--- src/rtl/pcm_bucket_envelope_top_assert.svh ---
// Assertion macros for the PCM bucket envelope block.
// Needs clk_i and rst_ni in the scope where a macro is used.
`ifndef PCM_BUCKET_ENVELOPE_TOP_ASSERT_SVH
`define PCM_BUCKET_ENVELOPE_TOP_ASSERT_SVH

// Property checked at every clock edge outside reset.
`define PBE_ASSERT(lbl, prop, msg) \
  lbl: assert property (@(posedge clk_i) disable iff (!rst_ni) (prop)) else $error(msg);

// Antecedent in one cycle implies consequent in the next.
`define PBE_ASSERT_NEXT(lbl, ante, cons, msg) \
  lbl: assert property (@(posedge clk_i) disable iff (!rst_ni) (ante) |=> (cons)) \
    else $error(msg);

`endif

--- src/rtl/pbe_pkg.sv ---
// Shared constants and types for the PCM bucket envelope block.
// No dependencies; used by pbe_div and pcm_bucket_envelope_top.
package pbe_pkg;

  localparam int unsigned MAX_BUCKETS_DEF = 64;

  localparam int unsigned SAMPLE_W  = 16;
  localparam int unsigned NCNT_W    = 17;
  localparam int unsigned BCNT_W    = 7;
  localparam int unsigned LEVEL_W   = 8;
  localparam int unsigned SUM_W     = 32;
  localparam int unsigned MEAN_W    = 16;
  localparam int unsigned QBITS_W   = 5;
  localparam int unsigned CFG_IDX_W = 2;
  localparam int unsigned CFG_DAT_W = 17;

  localparam logic [7:0] LEVEL_SCALE = 8'd255;

  // Configuration register indexes
  localparam logic [CFG_IDX_W-1:0] REG_SAMPLE_COUNT = 2'd0;
  localparam logic [CFG_IDX_W-1:0] REG_BUCKET_COUNT = 2'd1;

  // Quotient widths for the three divisions done by the shared divider
  localparam logic [QBITS_W-1:0] QB_STEP  = 5'd17;
  localparam logic [QBITS_W-1:0] QB_MEAN  = 5'd16;
  localparam logic [QBITS_W-1:0] QB_LEVEL = 5'd8;

  typedef struct packed {
    logic                  start;
    logic [SUM_W-1:0]      dividend;
    logic [NCNT_W-1:0]     divisor;
    logic [QBITS_W-1:0]    qbits;
  } div_req_t;

  typedef struct packed {
    logic              busy;
    logic              done;
    logic [NCNT_W-1:0] quot;
    logic [NCNT_W-1:0] rem;
  } div_rsp_t;

endpackage

--- src/rtl/pbe_ram.sv ---
// Generic single-write, single-read RAM with registered read data.
// No dependencies.
module pbe_ram #(
  parameter int unsigned WIDTH = 16,
  parameter int unsigned DEPTH = 64,
  localparam int unsigned AW = (DEPTH > 1) ? $clog2(DEPTH) : 1
) (
  input  logic             clk_i,
  input  logic             we_i,
  input  logic [AW-1:0]    waddr_i,
  input  logic [WIDTH-1:0] wdata_i,
  input  logic [AW-1:0]    raddr_i,
  output logic [WIDTH-1:0] rdata_o
);

  logic [WIDTH-1:0] mem_q [DEPTH];
  logic [WIDTH-1:0] rdata_q;

  always_ff @(posedge clk_i) begin
    if (we_i) begin
      mem_q[waddr_i] <= wdata_i;
    end
    rdata_q <= mem_q[raddr_i];
  end

  assign rdata_o = rdata_q;

endmodule

--- src/rtl/pbe_div.sv ---
// Restoring divider, one quotient bit per cycle, shared by the envelope block.
// Depends on pbe_pkg for the request/response structs.
module pbe_div (
  input  logic              clk_i,
  input  logic              rst_ni,
  input  pbe_pkg::div_req_t req_i,
  output pbe_pkg::div_rsp_t rsp_o
);

  logic                            busy_q, busy_d;
  logic                            done_q, done_d;
  logic [pbe_pkg::QBITS_W-1:0]     cnt_q, cnt_d;
  logic [pbe_pkg::NCNT_W-1:0]      rem_q, rem_d;
  logic [pbe_pkg::NCNT_W-1:0]      quo_q, quo_d;
  logic [pbe_pkg::NCNT_W-1:0]      dsr_q, dsr_d;
  logic [pbe_pkg::SUM_W-1:0]       bits_q, bits_d;
  logic [pbe_pkg::NCNT_W:0]        trial;
  logic [5:0]                      lsh;

  // Caller guarantees dividend >> qbits < divisor, so qbits quotient bits suffice.
  assign lsh   = 6'd32 - {1'b0, req_i.qbits};
  assign trial = {rem_q, bits_q[pbe_pkg::SUM_W-1]};

  always_comb begin
    busy_d = busy_q;
    done_d = 1'b0;
    cnt_d  = cnt_q;
    rem_d  = rem_q;
    quo_d  = quo_q;
    dsr_d  = dsr_q;
    bits_d = bits_q;
    if (req_i.start) begin
      busy_d = 1'b1;
      cnt_d  = req_i.qbits;
      rem_d  = pbe_pkg::NCNT_W'(req_i.dividend >> req_i.qbits);
      bits_d = req_i.dividend << lsh;
      quo_d  = '0;
      dsr_d  = req_i.divisor;
    end else if (busy_q) begin
      if (trial >= {1'b0, dsr_q}) begin
        rem_d = pbe_pkg::NCNT_W'(trial - {1'b0, dsr_q});
        quo_d = {quo_q[pbe_pkg::NCNT_W-2:0], 1'b1};
      end else begin
        rem_d = trial[pbe_pkg::NCNT_W-1:0];
        quo_d = {quo_q[pbe_pkg::NCNT_W-2:0], 1'b0};
      end
      bits_d = bits_q << 1;
      cnt_d  = cnt_q - 1'b1;
      if (cnt_q == pbe_pkg::QBITS_W'(1)) begin
        busy_d = 1'b0;
        done_d = 1'b1;
      end
    end
  end

  always_ff @(posedge clk_i or negedge rst_ni) begin
    if (!rst_ni) begin
      busy_q <= 1'b0;
      done_q <= 1'b0;
      cnt_q  <= '0;
    end else begin
      busy_q <= busy_d;
      done_q <= done_d;
      cnt_q  <= cnt_d;
    end
  end

  always_ff @(posedge clk_i) begin
    rem_q  <= rem_d;
    quo_q  <= quo_d;
    dsr_q  <= dsr_d;
    bits_q <= bits_d;
  end

  assign rsp_o.busy = busy_q;
  assign rsp_o.done = done_q;
  assign rsp_o.quot = quo_q;
  assign rsp_o.rem  = rem_q;

endmodule

--- src/rtl/pcm_bucket_envelope_top.sv ---
// Top level of the PCM bucket envelope block: control, bucket edges, mean store.
// Depends on pbe_pkg, pbe_ram, pbe_div and pcm_bucket_envelope_top_assert.svh.
//
// Accepts one signed 16-bit sample per item; after sample_count samples it
// emits bucket_count levels (peak-normalized floor means of |sample|), the last
// one flagged. A sample that closes no bucket goes from the check back to idle.
// Closing a bucket that is not empty uses the shared one-bit-per-cycle divider
// (16 quotient bits). Each emitted level takes one RAM read of the mean store,
// then 8 quotient bits of the divider; a silent run skips the divider. A write
// to either register has the divider form sample_count / bucket_count for the
// bucket edges unless bucket_count is zero; items are held off meanwhile. With
// sample_count zero every item emits bucket_count zeros, one per cycle unless
// the output stalls. The mean store needs no clearing after reset.
module pcm_bucket_envelope_top #(
  parameter int unsigned MAX_BUCKETS = pbe_pkg::MAX_BUCKETS_DEF
) (
  input  logic                            clk_i,
  input  logic                            rst_ni,
  // sample input
  input  logic                            in_valid_i,
  output logic                            in_stall_o,
  input  logic signed [pbe_pkg::SAMPLE_W-1:0] sample_i,
  // level output
  output logic                            out_valid_o,
  input  logic                            out_stall_i,
  output logic [pbe_pkg::LEVEL_W-1:0]     level_o,
  output logic                            last_o,
  // configuration writes
  input  logic                            cfg_valid_i,
  output logic                            cfg_ready_o,
  input  logic [pbe_pkg::CFG_IDX_W-1:0]   cfg_index_i,
  input  logic [pbe_pkg::CFG_DAT_W-1:0]   cfg_data_i
);

  localparam int unsigned IDX_W = (MAX_BUCKETS > 1) ? $clog2(MAX_BUCKETS) : 1;
  localparam int unsigned NW = pbe_pkg::NCNT_W;
  localparam int unsigned BW = pbe_pkg::BCNT_W;

  localparam logic [3:0] S_IDLE  = 4'd0;
  localparam logic [3:0] S_CFG   = 4'd1;
  localparam logic [3:0] S_DIVC  = 4'd2;
  localparam logic [3:0] S_CHECK = 4'd3;
  localparam logic [3:0] S_DIVM  = 4'd4;
  localparam logic [3:0] S_RD    = 4'd5;
  localparam logic [3:0] S_LV    = 4'd6;
  localparam logic [3:0] S_DIVL  = 4'd7;
  localparam logic [3:0] S_PUT   = 4'd8;

  logic [3:0]                       state_q, state_d;
  logic [NW-1:0]                    ncnt_q, ncnt_d;
  logic [BW-1:0]                    bcnt_q, bcnt_d;
  logic [NW-1:0]                    step_q, step_d;
  logic [BW-1:0]                    stepr_q, stepr_d;
  logic [pbe_pkg::SUM_W-1:0]        sum_q, sum_d;
  logic [NW-1:0]                    sidx_q, sidx_d;
  logic [BW-1:0]                    idx_q, idx_d;
  logic [NW-1:0]                    start_q, start_d;
  logic [NW-1:0]                    end_q, end_d;
  logic [BW-1:0]                    frac_q, frac_d;
  logic [pbe_pkg::MEAN_W-1:0]       peak_q, peak_d;
  logic [pbe_pkg::LEVEL_W-1:0]      lvl_q, lvl_d;
  logic                             out_valid_q, out_valid_d;
  logic [pbe_pkg::LEVEL_W-1:0]      level_q, level_d;
  logic                             last_q, last_d;

  pbe_pkg::div_req_t                div_req;
  pbe_pkg::div_rsp_t                div_rsp;

  logic                             ram_we;
  logic [pbe_pkg::MEAN_W-1:0]       ram_wdata;
  logic [pbe_pkg::MEAN_W-1:0]       ram_rdata;

  logic                             cfg_we;
  logic                             in_acc;
  logic                             close_ok;
  logic                             pend_close;
  logic                             last_k;
  logic                             restart;
  logic [NW-1:0]                    rs_step;
  logic [BW-1:0]                    rs_rem;
  logic [NW-1:0]                    bucket_n;
  logic [BW:0]                      frac_sum;
  logic                             carry;
  logic [NW-1:0]                    end_next;
  logic [BW-1:0]                    frac_next;
  logic [pbe_pkg::SAMPLE_W-1:0]     mag;
  logic [pbe_pkg::MEAN_W-1:0]       mean;
  logic [23:0]                      scaled;
  logic [BW-1:0]                    bsat;

  assign cfg_ready_o = (state_q == S_IDLE);
  assign cfg_we      = cfg_valid_i && cfg_ready_o;

  // Bucket whose end equals the sample count taken so far must close first.
  assign close_ok   = (idx_q < bcnt_q) && (end_q == sidx_q);
  assign pend_close = (ncnt_q != '0) && close_ok;

  assign in_stall_o = !((state_q == S_IDLE) && !pend_close && !cfg_valid_i);
  assign in_acc     = in_valid_i && !in_stall_o;

  assign mag = sample_i[pbe_pkg::SAMPLE_W-1] ? pbe_pkg::SAMPLE_W'(~sample_i + 1'b1)
                                             : sample_i;

  assign bucket_n = end_q - start_q;

  // Next edge floor((k+2)N/B) from floor((k+1)N/B): add N/B, carry the N mod B part.
  assign frac_sum  = {1'b0, frac_q} + {1'b0, stepr_q};
  assign carry     = (frac_sum >= {1'b0, bcnt_q});
  assign frac_next = carry ? BW'(frac_sum - {1'b0, bcnt_q}) : frac_sum[BW-1:0];
  assign end_next  = end_q + step_q + NW'(carry);

  assign last_k = ((idx_q + 1'b1) == bcnt_q);
  assign mean   = div_rsp.quot[pbe_pkg::MEAN_W-1:0];
  assign scaled = 24'(ram_rdata) * 24'(pbe_pkg::LEVEL_SCALE);
  assign bsat   = (cfg_data_i[BW-1:0] > BW'(MAX_BUCKETS)) ? BW'(MAX_BUCKETS)
                                                         : cfg_data_i[BW-1:0];

  always_comb begin
    state_d     = state_q;
    ncnt_d      = ncnt_q;
    bcnt_d      = bcnt_q;
    step_d      = step_q;
    stepr_d     = stepr_q;
    sum_d       = sum_q;
    sidx_d      = sidx_q;
    idx_d       = idx_q;
    start_d     = start_q;
    end_d       = end_q;
    frac_d      = frac_q;
    peak_d      = peak_q;
    lvl_d       = lvl_q;
    out_valid_d = out_valid_q;
    level_d     = level_q;
    last_d      = last_q;
    div_req     = '0;
    ram_we      = 1'b0;
    ram_wdata   = '0;
    restart     = 1'b0;
    rs_step     = step_q;
    rs_rem      = stepr_q;

    if (out_valid_q && !out_stall_i) begin
      out_valid_d = 1'b0;
    end

    unique case (state_q)
      S_IDLE: begin
        if (cfg_we) begin
          unique case (cfg_index_i)
            pbe_pkg::REG_SAMPLE_COUNT: begin
              ncnt_d  = cfg_data_i[NW-1:0];
              state_d = S_CFG;
            end
            pbe_pkg::REG_BUCKET_COUNT: begin
              bcnt_d  = bsat;
              state_d = S_CFG;
            end
            default: ;
          endcase
        end else if (pend_close) begin
          state_d = S_CHECK;
        end else if (in_acc && (bcnt_q != '0)) begin
          if (ncnt_q == '0) begin
            idx_d   = '0;
            lvl_d   = '0;
            state_d = S_PUT;
          end else begin
            sum_d   = sum_q + pbe_pkg::SUM_W'(mag);
            sidx_d  = sidx_q + 1'b1;
            state_d = S_CHECK;
          end
        end
      end
      S_CFG: begin
        if (bcnt_q == '0) begin
          step_d  = '0;
          stepr_d = '0;
          rs_step = '0;
          rs_rem  = '0;
          restart = 1'b1;
          state_d = S_IDLE;
        end else begin
          div_req.start    = 1'b1;
          div_req.dividend = pbe_pkg::SUM_W'(ncnt_q);
          div_req.divisor  = NW'(bcnt_q);
          div_req.qbits    = pbe_pkg::QB_STEP;
          state_d          = S_DIVC;
        end
      end
      S_DIVC: begin
        if (div_rsp.done) begin
          step_d  = div_rsp.quot;
          stepr_d = div_rsp.rem[BW-1:0];
          rs_step = div_rsp.quot;
          rs_rem  = div_rsp.rem[BW-1:0];
          restart = 1'b1;
          state_d = S_IDLE;
        end
      end
      S_CHECK: begin
        if (close_ok) begin
          if (bucket_n == '0) begin
            ram_we  = 1'b1;
            idx_d   = idx_q + 1'b1;
            sum_d   = '0;
            start_d = end_q;
            end_d   = end_next;
            frac_d  = frac_next;
          end else begin
            div_req.start    = 1'b1;
            div_req.dividend = sum_q;
            div_req.divisor  = bucket_n;
            div_req.qbits    = pbe_pkg::QB_MEAN;
            state_d          = S_DIVM;
          end
        end else if (sidx_q == ncnt_q) begin
          idx_d   = '0;
          state_d = S_RD;
        end else begin
          state_d = S_IDLE;
        end
      end
      S_DIVM: begin
        if (div_rsp.done) begin
          ram_we    = 1'b1;
          ram_wdata = mean;
          if (mean > peak_q) begin
            peak_d = mean;
          end
          idx_d   = idx_q + 1'b1;
          sum_d   = '0;
          start_d = end_q;
          end_d   = end_next;
          frac_d  = frac_next;
          state_d = S_CHECK;
        end
      end
      S_RD: begin
        state_d = S_LV;
      end
      S_LV: begin
        if (peak_q == '0) begin
          lvl_d   = '0;
          state_d = S_PUT;
        end else begin
          div_req.start    = 1'b1;
          div_req.dividend = pbe_pkg::SUM_W'(scaled);
          div_req.divisor  = NW'(peak_q);
          div_req.qbits    = pbe_pkg::QB_LEVEL;
          state_d          = S_DIVL;
        end
      end
      S_DIVL: begin
        if (div_rsp.done) begin
          lvl_d   = div_rsp.quot[pbe_pkg::LEVEL_W-1:0];
          state_d = S_PUT;
        end
      end
      S_PUT: begin
        if (!out_valid_q || !out_stall_i) begin
          out_valid_d = 1'b1;
          level_d     = lvl_q;
          last_d      = last_k;
          if (last_k) begin
            restart = 1'b1;
            state_d = S_IDLE;
          end else begin
            idx_d   = idx_q + 1'b1;
            state_d = (ncnt_q == '0) ? S_PUT : S_RD;
          end
        end
      end
      default: begin
        state_d = S_IDLE;
      end
    endcase

    if (restart) begin
      sum_d   = '0;
      sidx_d  = '0;
      idx_d   = '0;
      start_d = '0;
      end_d   = rs_step;
      frac_d  = rs_rem;
      peak_d  = '0;
    end
  end

  always_ff @(posedge clk_i or negedge rst_ni) begin
    if (!rst_ni) begin
      state_q     <= S_IDLE;
      ncnt_q      <= '0;
      bcnt_q      <= '0;
      step_q      <= '0;
      stepr_q     <= '0;
      sum_q       <= '0;
      sidx_q      <= '0;
      idx_q       <= '0;
      start_q     <= '0;
      end_q       <= '0;
      frac_q      <= '0;
      peak_q      <= '0;
      out_valid_q <= 1'b0;
      last_q      <= 1'b0;
    end else begin
      state_q     <= state_d;
      ncnt_q      <= ncnt_d;
      bcnt_q      <= bcnt_d;
      step_q      <= step_d;
      stepr_q     <= stepr_d;
      sum_q       <= sum_d;
      sidx_q      <= sidx_d;
      idx_q       <= idx_d;
      start_q     <= start_d;
      end_q       <= end_d;
      frac_q      <= frac_d;
      peak_q      <= peak_d;
      out_valid_q <= out_valid_d;
      last_q      <= last_d;
    end
  end

  always_ff @(posedge clk_i) begin
    lvl_q   <= lvl_d;
    level_q <= level_d;
  end

  assign out_valid_o = out_valid_q;
  assign level_o     = level_q;
  assign last_o      = last_q;

  pbe_ram #(
    .WIDTH (pbe_pkg::MEAN_W),
    .DEPTH (MAX_BUCKETS)
  ) u_mean_store (
    .clk_i   (clk_i),
    .we_i    (ram_we),
    .waddr_i (idx_q[IDX_W-1:0]),
    .wdata_i (ram_wdata),
    .raddr_i (idx_q[IDX_W-1:0]),
    .rdata_o (ram_rdata)
  );

  pbe_div u_div (
    .clk_i  (clk_i),
    .rst_ni (rst_ni),
    .req_i  (div_req),
    .rsp_o  (div_rsp)
  );

`include "pcm_bucket_envelope_top_assert.svh"

  `PBE_ASSERT(a_div_start_idle, !div_req.start || !div_rsp.busy, "divider restarted while busy")
  `PBE_ASSERT(a_level_fits, !((state_q == S_DIVL) && div_rsp.done) || (div_rsp.quot[NW-1:8] == '0), "level quotient above 255")
  `PBE_ASSERT_NEXT(a_sample_count, in_acc && (bcnt_q != '0) && (ncnt_q != '0), sidx_q == ($past(sidx_q) + 1'b1), "sample index did not advance")
  `PBE_ASSERT_NEXT(a_peak_grows, !restart, peak_q >= $past(peak_q), "peak dropped without restart")

endmodule
--- config.mk ---
export PLATFORM = sky130hd
export DESIGN_NAME = pcm_bucket_envelope_top
export DESIGN_NICKNAME = d
export VERILOG_FILES = /design/src/rtl/pbe_pkg.sv /design/src/rtl/pbe_ram.sv /design/src/rtl/pbe_div.sv /design/src/rtl/pcm_bucket_envelope_top.sv
export VERILOG_INCLUDE_DIRS = /design/src /design/src/rtl
export SDC_FILE = /design/constraint.sdc
export NUM_CORES = 2
export LEC_CHECK = 0
export BUFFER_PORTS_ARGS = -buffer_cell sky130_fd_sc_hd__buf_2
export CORE_AREA = 2 2 336 338
export CTS_CLUSTER_DIAMETER = 50
export CTS_CLUSTER_SIZE = 16
export DETAILED_ROUTE_END_ITERATION = 8
export DIE_AREA = 0 0 338 340
export PLACE_DENSITY = 0.77
export SLEW_MARGIN = 20
export SYNTH_ARGS = -nofsm -noshare
export SYNTH_HDL_FRONTEND = slang
export SYNTH_HIERARCHICAL = 1
export SYNTH_SLANG_ARGS = --single-unit
--- constraint.sdc ---
create_clock -name clk_i -period 13.85 [get_ports clk_i]
set_input_delay 1.385 -clock clk_i [delete_from_list [all_inputs] [get_ports clk_i]]
set_output_delay 1.385 -clock clk_i [all_outputs]
set_load 0.03 [all_outputs]
== Yosys cells after proc, flatten, opt, wreduce, memory -nomap -nowiden ==
Memory sizes are Yosys's and may differ from the RTL's. A register that Yosys moved wholly into a read port is not among the register bits.
Cells that the tools add are included.

* Bits in registers: 273
* RAM bits: 1,024
* Word-level logic and storage cells: 241
* Memories: 1
* Input port bits: 40

* Shift operators: 2
* Add/sub/neg operators: 12
* Reduce and logical (&&, ||, !) cells: 43
* Bitwise operators: 1
* Mux-type cells: 113
* Eq/ne operators: 40
* $mul: 1
* Magnitude comparators: 5

{| class="wikitable"
|+ Memories
! memory !! words !! width !! read ports !! clocked after memory_dff !! write ports !! RTL line !! RTL
|-
| u_mean_store.mem_q || 64 || 16 || 1 || 1 || 1 || pbe_ram.sv:16 || <nowiki>logic [WIDTH-1:0] mem_q [DEPTH];</nowiki>
|}

{| class="wikitable"
|+ Operators by type and width
! operator !! count
|-
| two-way mux 17 bit || 19
|-
| two-way mux 32 bit || 10
|-
| two-way mux 55 bit || 4
|-
| one-hot mux 55 bit (3 select lines) || 1
|-
| two-way mux 7 bit || 19
|-
| two-way mux 16 bit || 7
|-
| one-hot mux 17 bit (2 select lines) || 3
|-
| one-hot mux 32 bit (3 select lines) || 1
|-
| two-way mux 4 bit || 14
|-
| two-way mux 8 bit || 6
|-
| one-hot mux 4 bit (9 select lines) || 1
|-
| equality test 17 bit || 2
|-
| zero test 17 bit || 2
|-
| subtractor 17 bit || 2
|-
| adder 32 x 16 -> 32 bit || 1
|-
| << shifter 32 x 6 -> 32 bit || 1
|-
| right shift 32 x 5 -> 17 bit || 1
|-
| one-hot mux 7 bit (2 select lines) || 2
|-
| one-hot mux 7 bit (4 select lines) || 1
|-
| multiplier 16 x 8 -> 24 bit (second input constant) || 1
|-
| one-hot mux 8 bit (3 select lines) || 1
|-
| inequality test 3 bit (second input constant) || 7
|-
| greater-or-equal comparator 18 x 17 -> 1 bit || 1
|-
| two-way mux 1 bit || 18
|-
| 53 further kinds || 92
|}

== Longest topological paths before layout ==
* Depth after elaboration: 13
* Depth in mapped cells: 25

== Modules after synthesis ==
The synthesis kept the hierarchy.

{| class="wikitable"
|+ Modules (own cells, without submodules)
! module !! area an instance (sq um) !! cells each !! times used
|-
| pbe_ram || 39,978.3 || 1,820 || 1
|-
| pcm_bucket_envelope_top || 16,146.7 || 1,777 || 1
|-
| pbe_div || 7,812.5 || 781 || 1
|}

== Worst setup path before layout ==
No wires, ideal clock.

* Path type: flip-flop to flip-flop
* From: register u_mean_store.rdata_q[8], in the netlist u_mean_store/rdata_o[8], read port of u_mean_store.mem_q
* To: register u_div/rem_q[14] in the netlist's numbering, data pin
* Library setup time: 0.260 ns
* Slack: 7.677 ns
* Buffers on the path: 0
* Clock period less this slack: 6.173 ns
* Required time: 13.590 ns
* Stages on the path, launching flop included: 25
* Data arrival time: 5.913 ns
* Path through: dfxtp_1 inv_1 fa_1 inv_1 fa_1 fa_1 inv_1 fa_1 inv_1 ha_1 or3_1 a211oi_1 o21ai_0 a41oi_1 a21oi_1 o41ai_1 o21ai_0 xnor2_1 o22ai_1 mux2_2 mux4_2 nand3_1 o31ai_1 a32oi_1 nand2_1

{| class="wikitable"
|+ RTL lines
! item !! RTL line !! RTL
|-
| start, declared || pbe_ram.sv:17 || <nowiki>logic [WIDTH-1:0] rdata_q;</nowiki>
|-
| end signal, assigned || pbe_div.sv:69 || <nowiki>rem_q <= rem_d;</nowiki>
|-
| end, declared || pbe_div.sv:13 || <nowiki>logic [pbe_pkg::NCNT_W-1:0] rem_q, rem_d;</nowiki>
|}

==> run_results.csv <==
group,metric,value,unit
clock_tree,htreeDepth,3,
status,status,"finished clean",
place,routabilityCongestion,0.9548,
critical_path,start_kind,"flop",
clock_tree,clk_latency,0.75,ns
clock_tree,clk_path_buf_depth,3,
global_routing,grt_pass1_vias,38640,
detailed_routing,vias,39110,
detailed_routing,ant_nets,0,
global_routing,gr-usage-met3,4.490,%
sta,finalSetupViolCount,0,
clock_tree,numCtsBuffers,117,
sta,worstMarginPinSlew,1.181,ns
sta,rsz0062_at_grt,"false",
critical_path,crit_path_max_fanout,9,
global_routing,use_met1,37.48,%
worst_hold_path,hold_path.class,"flop to flop",
finish,fillers,7986,
detailed_routing,dr.pass1.iters,7,
clock_tree,cts_hold_buf,0,
sta,timing.fmax,143.6,MHz
finish,utilization,62.28,%
place,dpl.cell_count,5828,
die,core_area,111600,sq um
clock_tree,root_buffer,"clkbuf_16",
detailed_routing,wl,160.5,mm
global_routing,grt_max_degree,102,
die,die-area,114900,sq um
detailed_routing,viasPerCell,6.501,
sta,final-hold-violation-count,0,
yosys,yosysWarnings,6,
global_routing,grt_usage,28.14,%
global_routing,grt_pass1_wl,241.9,mm
clock_tree,clock_sinks,1313,
yosys,netlist_area,63930,sq um
clock_tree,clk_pin_slew,0.07,ns
detailed_routing,drt_iter0_markers,4591,
global_routing,antenna_found_initial,2,
finish,stdcell_count,6016,
die,die_h,340,um
place,dp_hpwl,103.7,mm
sta,min_period_over_period,50.29,%
critical_path,cp.arrival,7.45,ns
global_routing,grt.overflow.total,0,
place,pre_cts_ws,6.980,ns
global_routing,grtUsageMet2,45.97,%
power_and_ir_drop,ir_worst_vdd,0.1265,mV
job,drv_cap,0,
yosys,syn-instance-count,4377,
clock_tree,ctsResizeCount,0,
clock_tree,cts_tree,"yes",
finish,syn_to_final_growth,8.698,%
finish,drive_gt1_share,17.03,%
global_routing,busiest_layer,"met2",
critical_path,startpoint,"u_mean_store/rdata_o[2]",
die,fp-row-count,123,
sta,fin_setup_tns,0,ns
sta,post-route-min-period,6.965,ns
power_and_ir_drop,p_leak,24.45,nW
die,die_w,338,um
sta,setup_slack,6.885,ns
detailed_routing,post_drt_wl_per_cell,26.68,um
clock_tree,post_cts_buffers,0,
power_and_ir_drop,cellPowerDensity,186.8,nW/um^2
sta,slew_headroom,20.43,%
detailed_routing,drc,0,
place,port_buffers,51,
critical_path,end_kind,"flop",
yosys,syn_avg_cell_area,14.61,sq um
sta,skew,0.04980,ns
die,start_util,57.30,%
sta,slew_viol_final,0,
die,io_pins,52,
worst_hold_path,min_from,"lvl_q[2]",
critical_path,r2r_start,"u_mean_store/rdata_o[2]",
place,place_area,65860,sq um
finish,n_antenna_cell,0,
finish,finalInstanceArea,69490,sq um
finish,nets,4714,
critical_path,path_class,"flop to flop",
critical_path,required,14.33,ns
## cell usage in the layout (no fill, tap or decap), types with 22 or more instances in the layout
master and count:
mux2_2 43, ha_1 150, buf_4 127, nand3_1 95
a22oi_1 88, mux4_2 278, and3_1 23, o21ai_0 110
xor2_1 50, a211oi_1 28, clkbuf_16 118, nand4_1 24
a21o_1 30, fa_1 77, dfxtp_1 33, a221o_1 26
nor3_1 49, a22o_1 31, nand2_1 282, dfrtp_1 169
a31oi_1 25, nor2_1 244, nand2b_1 26, buf_2 50
inv_1 237, a221oi_1 22, a21oi_1 115, xnor2_1 100
mux2i_1 185, edfxtp_1 1106, nor2b_1 51, o31ai_1 32
## report_power, final
part           switching, mW  internal [mW]  total (mW)
Combinational           2.95           2.03        4.98
Sequential             0.324           4.53        4.86
Clock                   1.50           1.64        3.14
Total                   4.78           8.20        13.0
## worst max-delay path, stage by stage, from the launching register on
cell	delay [ns]
dfxtp_1	0.46
inv_1	0.10
fa_1	0.54
inv_1	0.07
fa_1	0.48
fa_1	0.49
inv_1	0.05
fa_1	0.47
inv_1	0.04
ha_1	0.19
or3_1	0.40
a21o_1	0.17
a31o_2	0.22
a41oi_1	0.26
a31oi_1	0.15
a221o_1	0.36
and4b_1	0.21
nor3_1	0.26
o21ai_0	0.42
mux2_2	0.46
mux4_2	0.48
nand3_1	0.11
o31ai_1	0.09
a32oi_1	0.17
nand2_1	0.08
## path summary, 6_finish.rpt
check | endpoint | slack (ns) | cells past startpoint
max in group asynchronous | sum_q[10] | 11.91 | 2
max reg2reg | u_div/rem_q[14] | 6.89 | 24
min | level_o[2] | 0.42 | 0
min in group asynchronous | stepr_q[2] | 0.57 | 1
min reg2reg | level_o[2] | 0.42 | 0
max | u_div/rem_q[14] | 6.89 | 24
## routing by layer
| metal | part of all wire [%] | up-vias |
|---|---|---|
| met3 | 8.1 | 377 |
| li1 | - | 17050 |
| met4 | 4.8 | 4 |
| met5 | 0.014 | - |
| met2 | 49 | 1973 |
| met1 | 38 | 19710 |
## registers in the layout, summed over array words and instances, names as in the netlist, 7 cells and up
name and flops:
u_mean_store/mem_q 1024, sum_q 32, u_div/bits_q 32, end_q 17, ncnt_q 17, sidx_q 17
start_q 17, step_q 17, u_div/dsr_q 17, u_div/quo_q 17, u_div/rem_q 17, peak_q 16
u_mean_store/rdata_o 16, level_o 8, lvl_q 8, bcnt_q 7, frac_q 7, idx_q 7
stepr_q 7
## cell type report
| type | instances | area, sq um | area share [%] |
|---|---|---|---|
| Clock buffer | 125 | 2979 | 4.287 |
| Inverter | 244 | 915.9 | 1.318 |
| Timing Repair Buffer | 179 | 1235 | 1.777 |
| Sequential cell | 1313 | 38240 | 55.03 |
| Tap cell | 1500 | 1877 | 2.701 |
| Clock inverter | 63 | 634.4 | 0.9129 |
| Multi-Input combinational cell | 2592 | 23610 | 33.97 |
## metrics by stage
stage,power [mW],hold WS [ns]
after floorplan,8.679,0.4003
after global placement,9.765,0.4070
after detailed placement,9.835,0.4045
after CTS,12.97,0.4198
after global routing,13.71,0.4363
final,12.98,0.4179
(Power assumes the default switching activity.)
